$ cat src/rtl/core/adpcm_stream_decoder_assert.svh
// Assertion macros for the ADPCM stream decoder.
`ifndef ADPCM_STREAM_DECODER_ASSERT_SVH
`define ADPCM_STREAM_DECODER_ASSERT_SVH

// Same-cycle implication, checked out of reset.
`define ADSD_ASSERT_NOW(label, ante, cons, msg) \
	label: assert property (@(posedge clk) disable iff (!arst_n) (ante) |-> (cons)) \
		else $error(msg);

// Next-cycle implication, checked out of reset.
`define ADSD_ASSERT_NEXT(label, ante, cons, msg) \
	label: assert property (@(posedge clk) disable iff (!arst_n) (ante) |=> (cons)) \
		else $error(msg);

`endif

$ cat src/rtl/core/adsd_pkg.sv
// Shared types, codes and tables of the ADPCM stream decoder.
package adsd_pkg;

	// input operation codes
	typedef enum logic [1:0] {
		OP_DATA      = 2'd0,
		OP_RESET_PIN = 2'd1,
		OP_START_PIN = 2'd2,
		OP_SPARE     = 2'd3
	} op_t;

	// result kinds
	typedef enum logic [1:0] {
		KIND_SAMPLE  = 2'd0,
		KIND_SILENCE = 2'd1,
		KIND_REFUSED = 2'd2,
		KIND_PIN_ACK = 2'd3
	} kind_t;

	// header byte type, top two bits
	typedef enum logic [1:0] {
		HDR_SILENCE = 2'd0,
		HDR_BLOCK   = 2'd1,
		HDR_COUNT   = 2'd2,
		HDR_NOP     = 2'd3
	} hdr_t;

	// port phase, one-hot
	typedef enum logic [3:0] {
		PH_RESET = 4'b0001,
		PH_START = 4'b0010,
		PH_HDR   = 4'b0100,
		PH_COUNT = 4'b1000
	} phase_t;

	// accepted input word
	typedef struct packed {
		op_t        operation;
		logic [7:0] data_byte;
		logic       pin_level;
	} in_word_t;

	// result word before output scaling
	typedef struct packed {
		kind_t              kind;
		logic signed [15:0] acc;
		logic [14:0]        duration;
		logic               idle;
		logic               last;
	} res_word_t;

	localparam logic signed [26:0] OUT_MAX = 27'sd16383;
	localparam logic signed [26:0] OUT_MIN = -27'sd16384;
	localparam logic [8:0]         BLOCK_NIBBLES = 9'd256;

	// delta magnitude by step index and nibble magnitude
	localparam logic [7:0] DELTA_MAG [16][8] = '{
		'{8'd0, 8'd0,  8'd1,  8'd2,  8'd3,  8'd5,   8'd7,   8'd10},
		'{8'd0, 8'd1,  8'd2,  8'd3,  8'd4,  8'd6,   8'd8,   8'd13},
		'{8'd0, 8'd1,  8'd2,  8'd4,  8'd5,  8'd7,   8'd10,  8'd15},
		'{8'd0, 8'd1,  8'd3,  8'd4,  8'd6,  8'd9,   8'd13,  8'd19},
		'{8'd0, 8'd2,  8'd3,  8'd5,  8'd8,  8'd11,  8'd15,  8'd23},
		'{8'd0, 8'd2,  8'd4,  8'd7,  8'd10, 8'd14,  8'd19,  8'd29},
		'{8'd0, 8'd3,  8'd5,  8'd8,  8'd12, 8'd16,  8'd22,  8'd33},
		'{8'd1, 8'd4,  8'd7,  8'd10, 8'd15, 8'd20,  8'd29,  8'd43},
		'{8'd1, 8'd4,  8'd8,  8'd13, 8'd18, 8'd25,  8'd35,  8'd53},
		'{8'd1, 8'd6,  8'd10, 8'd16, 8'd22, 8'd31,  8'd43,  8'd64},
		'{8'd2, 8'd7,  8'd12, 8'd19, 8'd27, 8'd37,  8'd51,  8'd76},
		'{8'd2, 8'd9,  8'd16, 8'd24, 8'd34, 8'd46,  8'd64,  8'd96},
		'{8'd3, 8'd11, 8'd19, 8'd29, 8'd41, 8'd57,  8'd79,  8'd117},
		'{8'd4, 8'd13, 8'd24, 8'd36, 8'd50, 8'd69,  8'd96,  8'd143},
		'{8'd4, 8'd16, 8'd29, 8'd44, 8'd62, 8'd85,  8'd118, 8'd175},
		'{8'd6, 8'd20, 8'd36, 8'd54, 8'd76, 8'd104, 8'd144, 8'd214}
	};

	// step index adaptation by nibble magnitude
	localparam logic signed [2:0] INDEX_ADAPT [8] = '{
		-3'sd1, -3'sd1, 3'sd0, 3'sd0, 3'sd1, 3'sd2, 3'sd2, 3'sd3
	};

endpackage

$ cat src/rtl/core/adsd_in_reg.sv
// Input register stage: holds one accepted word until the decoder consumes it.
module adsd_in_reg (
	input  logic               clk,
	input  logic               arst_n,
	input  logic               in_valid,
	output logic               in_stall,
	input  adsd_pkg::in_word_t in_word,
	input  logic               consume,
	output logic               valid_s1,
	output adsd_pkg::in_word_t word_s1
);

	// stall while the held word is not being consumed
	assign in_stall = valid_s1 && !consume;

	always_ff @(posedge clk or negedge arst_n) begin
		if (!arst_n) begin
			valid_s1 <= 1'b0;
		end else if (!in_stall) begin
			valid_s1 <= in_valid;
		end
	end

	always_ff @(posedge clk) begin
		if (!in_stall && in_valid) begin
			word_s1 <= in_word;
		end
	end

endmodule

$ cat src/rtl/core/adsd_decode.sv
// Decode stage: port phase machine, nibble decode and the result register.
module adsd_decode (
	input  logic                clk,
	input  logic                arst_n,
	input  logic                valid_s1,
	input  adsd_pkg::in_word_t  word_s1,
	output logic                consume,
	input  logic                out_ready,
	output logic                valid_s2,
	output adsd_pkg::res_word_t res_s2
);

	adsd_pkg::phase_t   phase_q, phase_n;
	logic signed [15:0] acc_q, acc_n;
	logic [3:0]         step_q, step_n;
	logic [8:0]         left_q, left_n;
	logic [6:0]         rate_q, rate_n;
	logic               start_q, start_n;
	logic               nib_q, nib_n;

	logic               ready_s2;
	logic               fire;
	logic               res_en;
	logic               keep;
	adsd_pkg::res_word_t res;

	// nibble decode datapath
	logic [3:0]         nib;
	logic [7:0]         delta;
	logic signed [16:0] acc_x, delta_x, sum;
	logic signed [15:0] acc_dec;
	logic signed [5:0]  step_sum;
	logic [3:0]         step_dec;

	assign ready_s2 = !valid_s2 || out_ready;
	assign fire     = valid_s1 && ready_s2;
	assign consume  = fire && !keep;

	assign nib     = nib_q ? word_s1.data_byte[3:0] : word_s1.data_byte[7:4];
	assign delta   = adsd_pkg::DELTA_MAG[step_q][nib[2:0]];
	assign acc_x   = {acc_q[15], acc_q};
	assign delta_x = $signed({9'd0, delta});
	assign sum     = nib[3] ? (acc_x - delta_x) : (acc_x + delta_x);

	// saturate to 16 bits
	always_comb begin
		if (sum[16] != sum[15]) begin
			acc_dec = sum[16] ? 16'sh8000 : 16'sh7fff;
		end else begin
			acc_dec = sum[15:0];
		end
	end

	// adapt step index, clamp to 0..15
	assign step_sum = $signed({2'b00, step_q}) +
		$signed({{3{adsd_pkg::INDEX_ADAPT[nib[2:0]][2]}}, adsd_pkg::INDEX_ADAPT[nib[2:0]]});
	always_comb begin
		if (step_sum[5]) begin
			step_dec = 4'd0;
		end else if (step_sum[4]) begin
			step_dec = 4'd15;
		end else begin
			step_dec = step_sum[3:0];
		end
	end

	// next state and result for the word in s1
	always_comb begin
		phase_n  = phase_q;
		acc_n    = acc_q;
		step_n   = step_q;
		left_n   = left_q;
		rate_n   = rate_q;
		start_n  = start_q;
		nib_n    = 1'b0;
		keep     = 1'b0;
		res_en   = 1'b0;
		res.kind     = adsd_pkg::KIND_PIN_ACK;
		res.acc      = 16'sd0;
		res.duration = 15'd0;
		res.idle     = 1'b0;
		res.last     = 1'b1;
		case (word_s1.operation)
			adsd_pkg::OP_RESET_PIN: begin
				if (!word_s1.pin_level) begin
					phase_n = adsd_pkg::PH_RESET;
					acc_n   = 16'sd0;
					step_n  = 4'd0;
					left_n  = 9'd0;
				end else if (phase_q == adsd_pkg::PH_RESET) begin
					phase_n = adsd_pkg::PH_START;
				end
				res_en = 1'b1;
			end
			adsd_pkg::OP_START_PIN: begin
				start_n = word_s1.pin_level;
				res_en  = 1'b1;
			end
			adsd_pkg::OP_SPARE: begin
				res_en = 1'b1;
			end
			adsd_pkg::OP_DATA: begin
				if (left_q != 9'd0) begin
					// one nibble per cycle while the result register can take it, high nibble first
					left_n       = left_q - 9'd1;
					acc_n        = acc_dec;
					step_n       = step_dec;
					res_en       = 1'b1;
					res.kind     = adsd_pkg::KIND_SAMPLE;
					res.acc      = acc_dec;
					res.duration = {8'd0, rate_q};
					if (!nib_q && left_n != 9'd0) begin
						res.last = 1'b0;
						keep     = 1'b1;
						nib_n    = 1'b1;
					end
				end else if (phase_q == adsd_pkg::PH_RESET ||
						(phase_q == adsd_pkg::PH_START && !start_q)) begin
					res_en   = 1'b1;
					res.kind = adsd_pkg::KIND_REFUSED;
				end else if (phase_q == adsd_pkg::PH_COUNT) begin
					left_n  = {1'b0, word_s1.data_byte} + 9'd1;
					phase_n = adsd_pkg::PH_HDR;
				end else if (phase_q == adsd_pkg::PH_START && word_s1.data_byte == 8'd0) begin
					// leading zero byte dropped
				end else begin
					// header byte
					phase_n = adsd_pkg::PH_HDR;
					left_n  = 9'd0;
					rate_n  = 7'd0;
					if (word_s1.data_byte == 8'd0) begin
						phase_n = adsd_pkg::PH_START;
					end else begin
						case (word_s1.data_byte[7:6])
							adsd_pkg::HDR_SILENCE: begin
								acc_n        = 16'sd0;
								res_en       = 1'b1;
								res.kind     = adsd_pkg::KIND_SILENCE;
								// duration (n+1)*256, n the low six header bits
								res.duration = {({1'b0, word_s1.data_byte[5:0]} + 7'd1),
									8'd0};
							end
							adsd_pkg::HDR_BLOCK: begin
								rate_n = {1'b0, word_s1.data_byte[5:0]} + 7'd1;
								left_n = adsd_pkg::BLOCK_NIBBLES;
							end
							adsd_pkg::HDR_COUNT: begin
								rate_n  = {1'b0, word_s1.data_byte[5:0]} + 7'd1;
								phase_n = adsd_pkg::PH_COUNT;
							end
							default: begin
							end
						endcase
					end
				end
			end
			default: begin
				res_en = 1'b1;
			end
		endcase
		res.idle = phase_n inside {adsd_pkg::PH_RESET, adsd_pkg::PH_START};
	end

	// decoder state
	always_ff @(posedge clk or negedge arst_n) begin
		if (!arst_n) begin
			phase_q <= adsd_pkg::PH_RESET;
			acc_q   <= 16'sd0;
			step_q  <= 4'd0;
			left_q  <= 9'd0;
			rate_q  <= 7'd0;
			start_q <= 1'b0;
			nib_q   <= 1'b0;
		end else if (fire) begin
			phase_q <= phase_n;
			acc_q   <= acc_n;
			step_q  <= step_n;
			left_q  <= left_n;
			rate_q  <= rate_n;
			start_q <= start_n;
			nib_q   <= nib_n;
		end
	end

	// result register
	always_ff @(posedge clk or negedge arst_n) begin
		if (!arst_n) begin
			valid_s2 <= 1'b0;
		end else if (ready_s2) begin
			valid_s2 <= fire && res_en;
		end
	end

	always_ff @(posedge clk) begin
		if (fire && res_en) begin
			res_s2 <= res;
		end
	end

endmodule

$ cat src/rtl/core/adsd_out_stage.sv
// Output stage: gain scaling, limiting and the output word register.
module adsd_out_stage (
	input  logic                clk,
	input  logic                arst_n,
	input  logic [7:0]          gain,
	input  logic                valid_s2,
	input  adsd_pkg::res_word_t res_s2,
	output logic                out_ready,
	output logic                out_valid,
	input  logic                out_stall,
	output logic [1:0]          kind,
	output logic signed [14:0]  sample_value,
	output logic [14:0]         duration,
	output logic                idle,
	output logic                last
);

	logic signed [26:0] prod;
	logic signed [14:0] scaled;

	assign out_ready = !out_valid || !out_stall;

	// sample times four times gain, limited to 15 bits
	assign prod = res_s2.acc * $signed({1'b0, gain, 2'b00});
	always_comb begin
		if (prod > adsd_pkg::OUT_MAX) begin
			scaled = adsd_pkg::OUT_MAX[14:0];
		end else if (prod < adsd_pkg::OUT_MIN) begin
			scaled = adsd_pkg::OUT_MIN[14:0];
		end else begin
			scaled = prod[14:0];
		end
	end

	always_ff @(posedge clk or negedge arst_n) begin
		if (!arst_n) begin
			out_valid <= 1'b0;
		end else if (out_ready) begin
			out_valid <= valid_s2;
		end
	end

	always_ff @(posedge clk) begin
		if (out_ready && valid_s2) begin
			kind         <= res_s2.kind;
			sample_value <= scaled;
			duration     <= res_s2.duration;
			idle         <= res_s2.idle;
			last         <= res_s2.last;
		end
	end

endmodule

$ cat src/rtl/core/adpcm_stream_decoder.sv
// ADPCM stream decoder top level: three register stages, input to output word.
// A word passes from the input register through the result register to the
// output register. One input word per cycle while no stage stalls; a byte with
// two nibbles stays in decode for both, one nibble per cycle via the shared adder.
// Reset (arst_n low, asynchronous): phase reset, accumulator, step index,
// nibble count, rate, start level and gain cleared; all stages empty.
`include "adpcm_stream_decoder_assert.svh"

module adpcm_stream_decoder (
	input  logic                clk,
	input  logic                arst_n,
	input  logic                in_valid,
	output logic                in_stall,
	input  logic [1:0]          operation,
	input  logic [7:0]          data_byte,
	input  logic                pin_level,
	output logic                out_valid,
	input  logic                out_stall,
	output logic [1:0]          kind,
	output logic signed [14:0]  sample_value,
	output logic [14:0]         duration,
	output logic                idle,
	output logic                last,
	input  logic                cfg_valid,
	output logic                cfg_ready,
	input  logic [7:0]          cfg_data
);

	adsd_pkg::in_word_t  in_word;
	adsd_pkg::in_word_t  word_s1;
	adsd_pkg::res_word_t res_s2;
	logic                valid_s1;
	logic                valid_s2;
	logic                consume;
	logic                out_ready;
	logic [7:0]          gain_q;

	assign in_word.operation = adsd_pkg::op_t'(operation);
	assign in_word.data_byte = data_byte;
	assign in_word.pin_level = pin_level;

	// gain register, always writable
	assign cfg_ready = 1'b1;
	always_ff @(posedge clk or negedge arst_n) begin
		if (!arst_n) begin
			gain_q <= 8'd0;
		end else if (cfg_valid && cfg_ready) begin
			gain_q <= cfg_data;
		end
	end

	adsd_in_reg u_in_reg (
		.clk      (clk),
		.arst_n   (arst_n),
		.in_valid (in_valid),
		.in_stall (in_stall),
		.in_word  (in_word),
		.consume  (consume),
		.valid_s1 (valid_s1),
		.word_s1  (word_s1)
	);

	adsd_decode u_decode (
		.clk       (clk),
		.arst_n    (arst_n),
		.valid_s1  (valid_s1),
		.word_s1   (word_s1),
		.consume   (consume),
		.out_ready (out_ready),
		.valid_s2  (valid_s2),
		.res_s2    (res_s2)
	);

	adsd_out_stage u_out_stage (
		.clk          (clk),
		.arst_n       (arst_n),
		.gain         (gain_q),
		.valid_s2     (valid_s2),
		.res_s2       (res_s2),
		.out_ready    (out_ready),
		.out_valid    (out_valid),
		.out_stall    (out_stall),
		.kind         (kind),
		.sample_value (sample_value),
		.duration     (duration),
		.idle         (idle),
		.last         (last)
	);

	// checks
	`ADSD_ASSERT_NOW(a_value_only_on_sample, out_valid && kind != adsd_pkg::KIND_SAMPLE, sample_value == 15'sd0, "nonzero value on a non-sample word")
	`ADSD_ASSERT_NOW(a_refused_when_idle, out_valid && kind == adsd_pkg::KIND_REFUSED, idle, "byte refused while not idle")
	`ADSD_ASSERT_NEXT(a_second_nibble_follows, out_valid && !last && !out_stall, out_valid && kind == adsd_pkg::KIND_SAMPLE, "second nibble did not follow the first")

endmodule
$ cat config.mk
export PLATFORM = sky130hd
export DESIGN_NAME = adpcm_stream_decoder
export DESIGN_NICKNAME = d
export VERILOG_FILES = /design/src/rtl/core/adsd_pkg.sv /design/src/rtl/core/adsd_in_reg.sv /design/src/rtl/core/adsd_decode.sv /design/src/rtl/core/adsd_out_stage.sv /design/src/rtl/core/adpcm_stream_decoder.sv
export VERILOG_INCLUDE_DIRS = /design/src /design/src/rtl/core
export SDC_FILE = /design/constraint.sdc
export NUM_CORES = 1
export LEC_CHECK = 0
export BUFFER_PORTS_ARGS = -buffer_cell sky130_fd_sc_hd__buf_2
export CAP_MARGIN = 20
export CORE_MARGIN = 2
export CORE_UTILIZATION = 35
export CTS_CLUSTER_DIAMETER = 200
export DETAILED_ROUTE_END_ITERATION = 16
export GPL_TIMING_DRIVEN = 0
export PLACE_DENSITY = 0.51
export SLEW_MARGIN = 0
export SYNTH_ARGS = -nofsm -noshare
export SYNTH_HDL_FRONTEND = slang
export SYNTH_SLANG_ARGS = --single-unit
$ cat constraint.sdc
create_clock -name clk -period 5.6 [get_ports clk]
set_clock_uncertainty 0.05 [all_clocks]
set_input_delay 0.84 -clock clk [delete_from_list [all_inputs] [get_ports clk]]
set_output_delay 0.84 -clock clk [all_outputs]
set_load 0.05 [all_outputs]
# Word level (Yosys, flattened, before mapping)
# Memory sizes are Yosys's and may differ from the RTL's.
# Index checks and enable logic that the tools add are counted.
# word_totals
input_bits	24
mem_bits_ro	1048
output_inout_bits	37
register_bits	133
n_memories	2
# memory_table
name	words	width	read_ports	rd_clocked_by_memory_dff	write_ports	line_no	text
(no name shown)	16	64	1	0	0	adsd_decode.sv:40	assign delta = adsd_pkg::DELTA_MAG[step_q][nib[2:0]];
(no name shown)	8	3	1	0	0	adsd_decode.sv:56	$signed({{3{adsd_pkg::INDEX_ADAPT[nib[2:0]][2]}}, adsd_pkg::INDEX_ADAPT[nib[2:0]]});
# classes
n_mul	1
bitwise	8
muxes	66
n_reduce_logical	37
addsub	6
n_lt_le_gt_ge	4
n_eq_ne	19
# ops
op	count
16-bit 2-to-1 mux	9
64-bit 2-to-1 mux	2
9-bit 2-to-1 mux	7
4-bit 2-to-1 mux	13
7-bit 2-to-1 mux	7
16-bit case mux with 2 select lines	1
27-bit by 15-bit greater-than comparator with 1-bit output (second input constant)	1
27-bit by 15-bit less-than comparator with 1-bit output (second input constant)	1
16-bit by 9-bit multiplier with 25-bit output	1
8-bit binary-select mux with 3-bit select	1
9-bit case mux with 2 select lines	1
9-bit nonzero test	2
16-bit by 9-bit adder with 17-bit output	1
17-bit 2-to-1 mux	1
16-bit by 9-bit subtractor with 17-bit output	1
8-bit 2-to-1 mux	2
4-bit case mux with 2 select lines	2
15-bit 2-to-1 mux	1
2-bit 2-to-1 mux	6
3-bit by 2-bit != test with 1-bit output (second input constant)	4
1-bit 2-to-1 mux	10
8-bit by 1-bit adder with 9-bit output (second input constant)	1
1-bit logical AND	9
9-bit by 1-bit subtractor with 9-bit output (second input constant)	1
other kinds (33)	56

# Longest topological paths before layout
# logic_depth
word_depth	13
mapped_depth	24
depth_no_buf	22

# Hierarchy
# From an unflattened synthesis, not the netlist that was laid out.
# unflattened
cells_unflattened	1391
hier_area_um2	13156.4
# by_module_without_submodules
module	cells_per_inst	area_per_inst_um2	n_inst
adsd_decode	714	6269.8	1
adsd_out_stage	642	6155.9	1
adsd_in_reg	16	387.9	1
adpcm_stream_decoder	19	342.8	1

# Least setup slack after synthesis
# OpenSTA, ideal clock, no wires.
# synth_path
path_kind	reg-to-reg
from	register u_decode.step_q[1]
to	register, netlist name u_decode.res_s2[20]
path_slack_ns	-0.224
synth_period_minus_slack_ns	5.824
path_buffers	2
stages_incl_launch_ff	22
setup_ns	0.266
arrival_ns	5.508
cell_sequence	dfrtp_1 clkbuf_1 inv_1 ha_1 clkbuf_1 nand3_1 o311ai_1 a211o_1 a311oi_1 ha_1 nand4b_4 o21ai_0 xor2_1 ha_1 a21oi_1 or4b_2 a21o_1 a31o_2 a21oi_1 xor2_1 maj3_1 nor2_1
# synth_between
elab_chain_cells	11
elab_cells_between_ends	13
cone_classes	add/sub: 2; eq/ne: 1; mux: 8; bitwise: 1; memory: 1
# synth_rtl
element	line_no	text
from (decl)	adsd_decode.sv:15	logic [3:0] step_q, step_n;
from (signal assigned)	adsd_decode.sv:177	step_q <= step_n;
4-bit NOT with 5-bit output (implied by the code) (*)	adsd_decode.sv:40	
memory read 16 x 64 bit (*)	--	
64-bit 2-to-1 mux (implied by the code) (*) (2 in series)	adsd_decode.sv:40	
8-bit binary-select mux with 3-bit select (*)	adsd_decode.sv:40	
8-bit 2-to-1 mux (implied by the code) (*) (2 in series)	adsd_decode.sv:40	
16-bit by 9-bit adder with 17-bit output / 16-bit by 9-bit subtractor with 17-bit output (equally long branches)	adsd_decode.sv:43	assign sum = nib[3] ? (acc_x - delta_x) : (acc_x + delta_x);
17-bit 2-to-1 mux (*)	adsd_decode.sv:43	
16-bit 2-to-1 mux / 1-bit != test (equally long branches)	adsd_decode.sv:48, adsd_decode.sv:47	
16-bit 2-to-1 mux (*)	adsd_decode.sv:47	if (sum[16] != sum[15]) begin
# Mark *: on every way between the ends. The rest lies on a longest branch, timed or not. The select of a mux whose other input is x is not followed.
# A chain may end at the register's enable or synchronous reset.

# Final worst setup path
# layout_path
from	register gain_q[2]
to	register u_out_stage.sample_value[12], data pin
# layout_between
elab_chain_cells	3
elab_cells_between_ends	4
cone_classes	mul: 1; order compare: 2; mux: 1
# layout_rtl
element	line_no	text
from (decl)	adpcm_stream_decoder.sv:36	logic [7:0] gain_q;
from (signal assigned)	adpcm_stream_decoder.sv:48	gain_q <= cfg_data;
16-bit by 9-bit multiplier with 25-bit output (*)	adsd_out_stage.sv:24	assign prod = res_s2.acc * $signed({1'b0, gain, 2'b00});
27-bit by 15-bit less-than comparator with 1-bit output	adsd_out_stage.sv:28	end else if (prod < adsd_pkg::OUT_MIN) begin
15-bit 2-to-1 mux	adsd_out_stage.sv:28	
to (signal assigned)	adsd_out_stage.sv:46	sample_value <= scaled;
to (decl)	adsd_out_stage.sv:12	output logic signed [14:0] sample_value,
# Mark *: on every way between the ends. The rest lies on a longest branch, timed or not.

==> flow_summary.yaml <==
detailed_routing:
  viasPerCell: 5.02
  wl_per_cell_um: 16.2
  drt_iter0_drc: 489
  vias: 10250
  drt-total-wl_um: 33200
  final_antenna_net_count: 0
  drtPass1Iterations: 5
  drc_errors: 0
timing:
  period_share_pct: 100
  grt_setup_unrepaired: "true"
  fmax_ghz: 0.178
  hold-worst-slack_ns: 0.335
  drv_slew: 0
  slew_headroom_pct: 38.0
  finalHoldViolCount: 0
  setup_violations: 2
  layout_setup_ws_ns: -0.00699
  worst_pin_slew_ns: 0.928
  fin_crit_ns: 5.61
worst_setup_path:
  r2r_setup_slack_ns: -0.007
  crit_path_frequent_cell: "fa_1"
  crit_path_start_kind: "register"
  path_delay_family: "adder cells"
  r2r_end: "u_out_stage.sample_value[12]"
  cpPeakStageDelay_ns: 0.52
  arrival_ns: 5.72
  critPathRequiredTime_ns: 5.71
  crit_buf_inv: 6
  path_cells: "buf_8 -> nand2_4 -> fa_1 -> inv_1 -> fa_1 -> fa_1 -> inv_1 -> fa_1 -> inv_2 -> ha_4 -> and4_1 -> a211oi_2 -> o21ai_2 -> buf_4 -> a31o_4 -> a31o_4 -> xnor2_1 -> nand2_1 -> o31ai_4 -> clkbuf_8 -> o311ai_1"
  crit_path_end_kind: "register"
  worst_path_max_delay_cell: "dfrtp_2"
  path_class: "register to register"
  r2r_cells: 21
  reg2reg_from: "gain_q[2]"
  path_max_fanout: 7
synth:
  ys_seq_area_share_pct: 28.3
  synth.avg_cell_area_um2: 9.31
  syn_area_mm2: 0.0129
  synth_flop_cell: "edfxtp_1"
  yosys-top-cells-area: "edfxtp_1 (18%), fa_1 (16%), dfrtp_1 (10%), ha_1 (8.7%), inv_1 (5.6%)"
  netlist_instances: 1383
  yosys_warnings: 0
  synthesis.nets: 1600
  synth_edf_count: 77
  netlist.area_leader.share_pct: 18.0
  ys_seq_elements: 130
  async_reset_ff_share_pct: 40.8
  synth.distinct_cells: 88
  synth_top_area_cell: "edfxtp_1"
clocking:
  path_clk_slew_ns: 0.07
  cts_tree: "built"
  holdBufCountCts: 0
  cts_buffer_depth: 2
  cts_max_level: 4
  numClockSinks: 130
  cts_buffers: 17
  root_buffer: "clkbuf_16"
  insertion_delay_ns: 0.43
die:
  num_io_pins: 61
  die_x_um: 196
  die_area_mm2: 0.0383
  rows: 70
  start_util_pct: 35.3
  chipHeight_um: 196
  core_mm2: 0.0364
placement:
  portBuffers: 57
  dp_hpwl_um: 24900
  gp_congestion: 0.914
global_route:
  antenna_found_initial: 0
  grtUsageTotal_pct: 17.6
  grt_pass1_wl_um: 54100
  grt_pass1_vias: 10298
  grt_max_degree: 36
  grt_overflow: 0
flow_run:
  maxCapViolations: 0
status:
  status: "complete, but fails checks"
  violations: "setup timing"
layout:
  mostFrequentLayoutCell: "inv_1"
  nets: 1777
  syn_to_final_growth_pct: 26.9
  n_antenna_cell: 0
  drive_gt1_share_pct: 26.6
  final_cell_mix: "inv_1 (179), nand2_1 (130), buf_4 (99), fa_1 (99), nor2_1 (78)"
hold_path:
  worst_hold_path_type: "primary input to async pin"
## worst max path at each step
stage                                   from                           end  slack, ns  cells past startpoint
after floorplan                    gain_q[0]  u_out_stage.sample_value[11]       0.05                     21
after global placement    u_decode.step_q[1]           u_decode.res_s2[26]      -1.32                     23
after detailed placement  u_decode.step_q[1]           u_decode.res_s2[17]      -1.33                     23
after CTS                          gain_q[2]  u_out_stage.sample_value[12]      -0.02                     20
after global routing               gain_q[2]  u_out_stage.sample_value[12]      -0.23                     21
final                              gain_q[2]  u_out_stage.sample_value[12]     -0.007                     21
## area by class of cell
| class | count | area, um2 |
|---|---|---|
| Buffer | 51 | 437 |
| Clock buffer | 17 | 425 |
| Clock inverter | 15 | 161 |
| Fill cell | 3507 | 20100 |
| Inverter | 196 | 759 |
| Multi-Input combinational cell | 1002 | 9130 |
| Sequential cell | 130 | 3650 |
| Tap cell | 468 | 586 |
| Timing Repair Buffer | 162 | 1190 |
## synthesized netlist by cell type (5+ instances only)
library cell,instances
inv_1,193
nor3_1,14
or2_2,5
maj3_1,9
a31o_2,5
ha_1,89
clkbuf_1,36
a22o_1,5
nor2b_1,11
and2_1,75
nand3_1,20
mux2i_1,10
o22ai_1,6
edfxtp_1,77
o21a_1,7
mux2_2,19
a211oi_1,13
a21oi_1,63
nand2_1,145
and3_1,13
o211ai_1,12
nor2_1,78
nor4_1,5
o21ai_1,17
fa_1,104
o21ai_0,49
nand2b_1,25
o311ai_0,14
a21o_1,23
or3_1,6
a31oi_1,8
a311oi_1,7
xor2_1,20
buf_2,14
dfrtp_1,52
xnor2_1,42
## per-stage QoR
| step | cell area, um2 | setup TNS, ns | worst slack (ns) | cells | util [%] |
|---|---|---|---|---|---|
| final | 16300 | -0.00787 | -0.00699 | 2041 | 44.9 |
| after global routing | 16300 | -2.92 | -0.231 | 2041 | 44.9 |
| after CTS | 15600 | -0.0740 | -0.0157 | 1996 | 42.8 |
| after detailed placement | 13900 | -47.70 | -1.33 | 1911 | 38.1 |
| after global placement | 13800 | -48.84 | -1.32 | 1908 | 37.8 |
| after floorplan | 12900 | 0 | 0.0516 | 1383 | - |
## worst reg2reg max path, cell delays in order (launching register included)
cell,delay [ns]
dfrtp_2,0.52
buf_8,0.18
nand2_4,0.05
fa_1,0.53
inv_1,0.05
fa_1,0.47
fa_1,0.51
inv_1,0.05
fa_1,0.49
inv_2,0.05
ha_4,0.22
and4_1,0.19
a211oi_2,0.19
o21ai_2,0.11
buf_4,0.16
a31o_4,0.24
a31o_4,0.23
xnor2_1,0.21
nand2_1,0.13
o31ai_4,0.39
clkbuf_8,0.24
o311ai_1,0.09
## registers in the layout, summed over array words and instances, names as in the netlist, 2 cells and up
signal and cells:
u_decode.phase_q 4, u_out_stage.sample_value 14, u_decode.left_q 9, u_out_stage.duration 14, u_decode.rate_q 7, gain_q 8, u_decode.acc_q 16, u_decode.step_q 4
u_out_stage.kind 2, u_in_reg.word_s1 11, u_decode.res_s2 34
## logic make-up after synthesis
family / synth area share [%]
xor+xnor: 4.34
simple gates: 16.1
fa+ha+maj: 25.5
flops: 28.3
mux: 3.29
buf+inv: 7.59
compound gates: 14.9
other cells: 0.0583
## routing by layer
metal	vias to the layer above	wire (um)	track usage, %
met5	-	0	0
met4	0	423	3.96
met3	32	954	2.37
met2	187	16300	29.8
met1	4986	15500	23.9
li1	5045	-	-
## what timing repair did
item                                   4_1_cts  5_1_grt
pin swaps                                   62       65
endpoints found under the hold margin        0        0
buffers inserted                            54       46
setup endpoints to repair                   46       45
gates cloned                                 2        0
gates resized for setup                    173      102
Power is left out: the tool's default activity adds up to more than one toggle a clock period on the data nets, which glitch-free logic cannot reach.
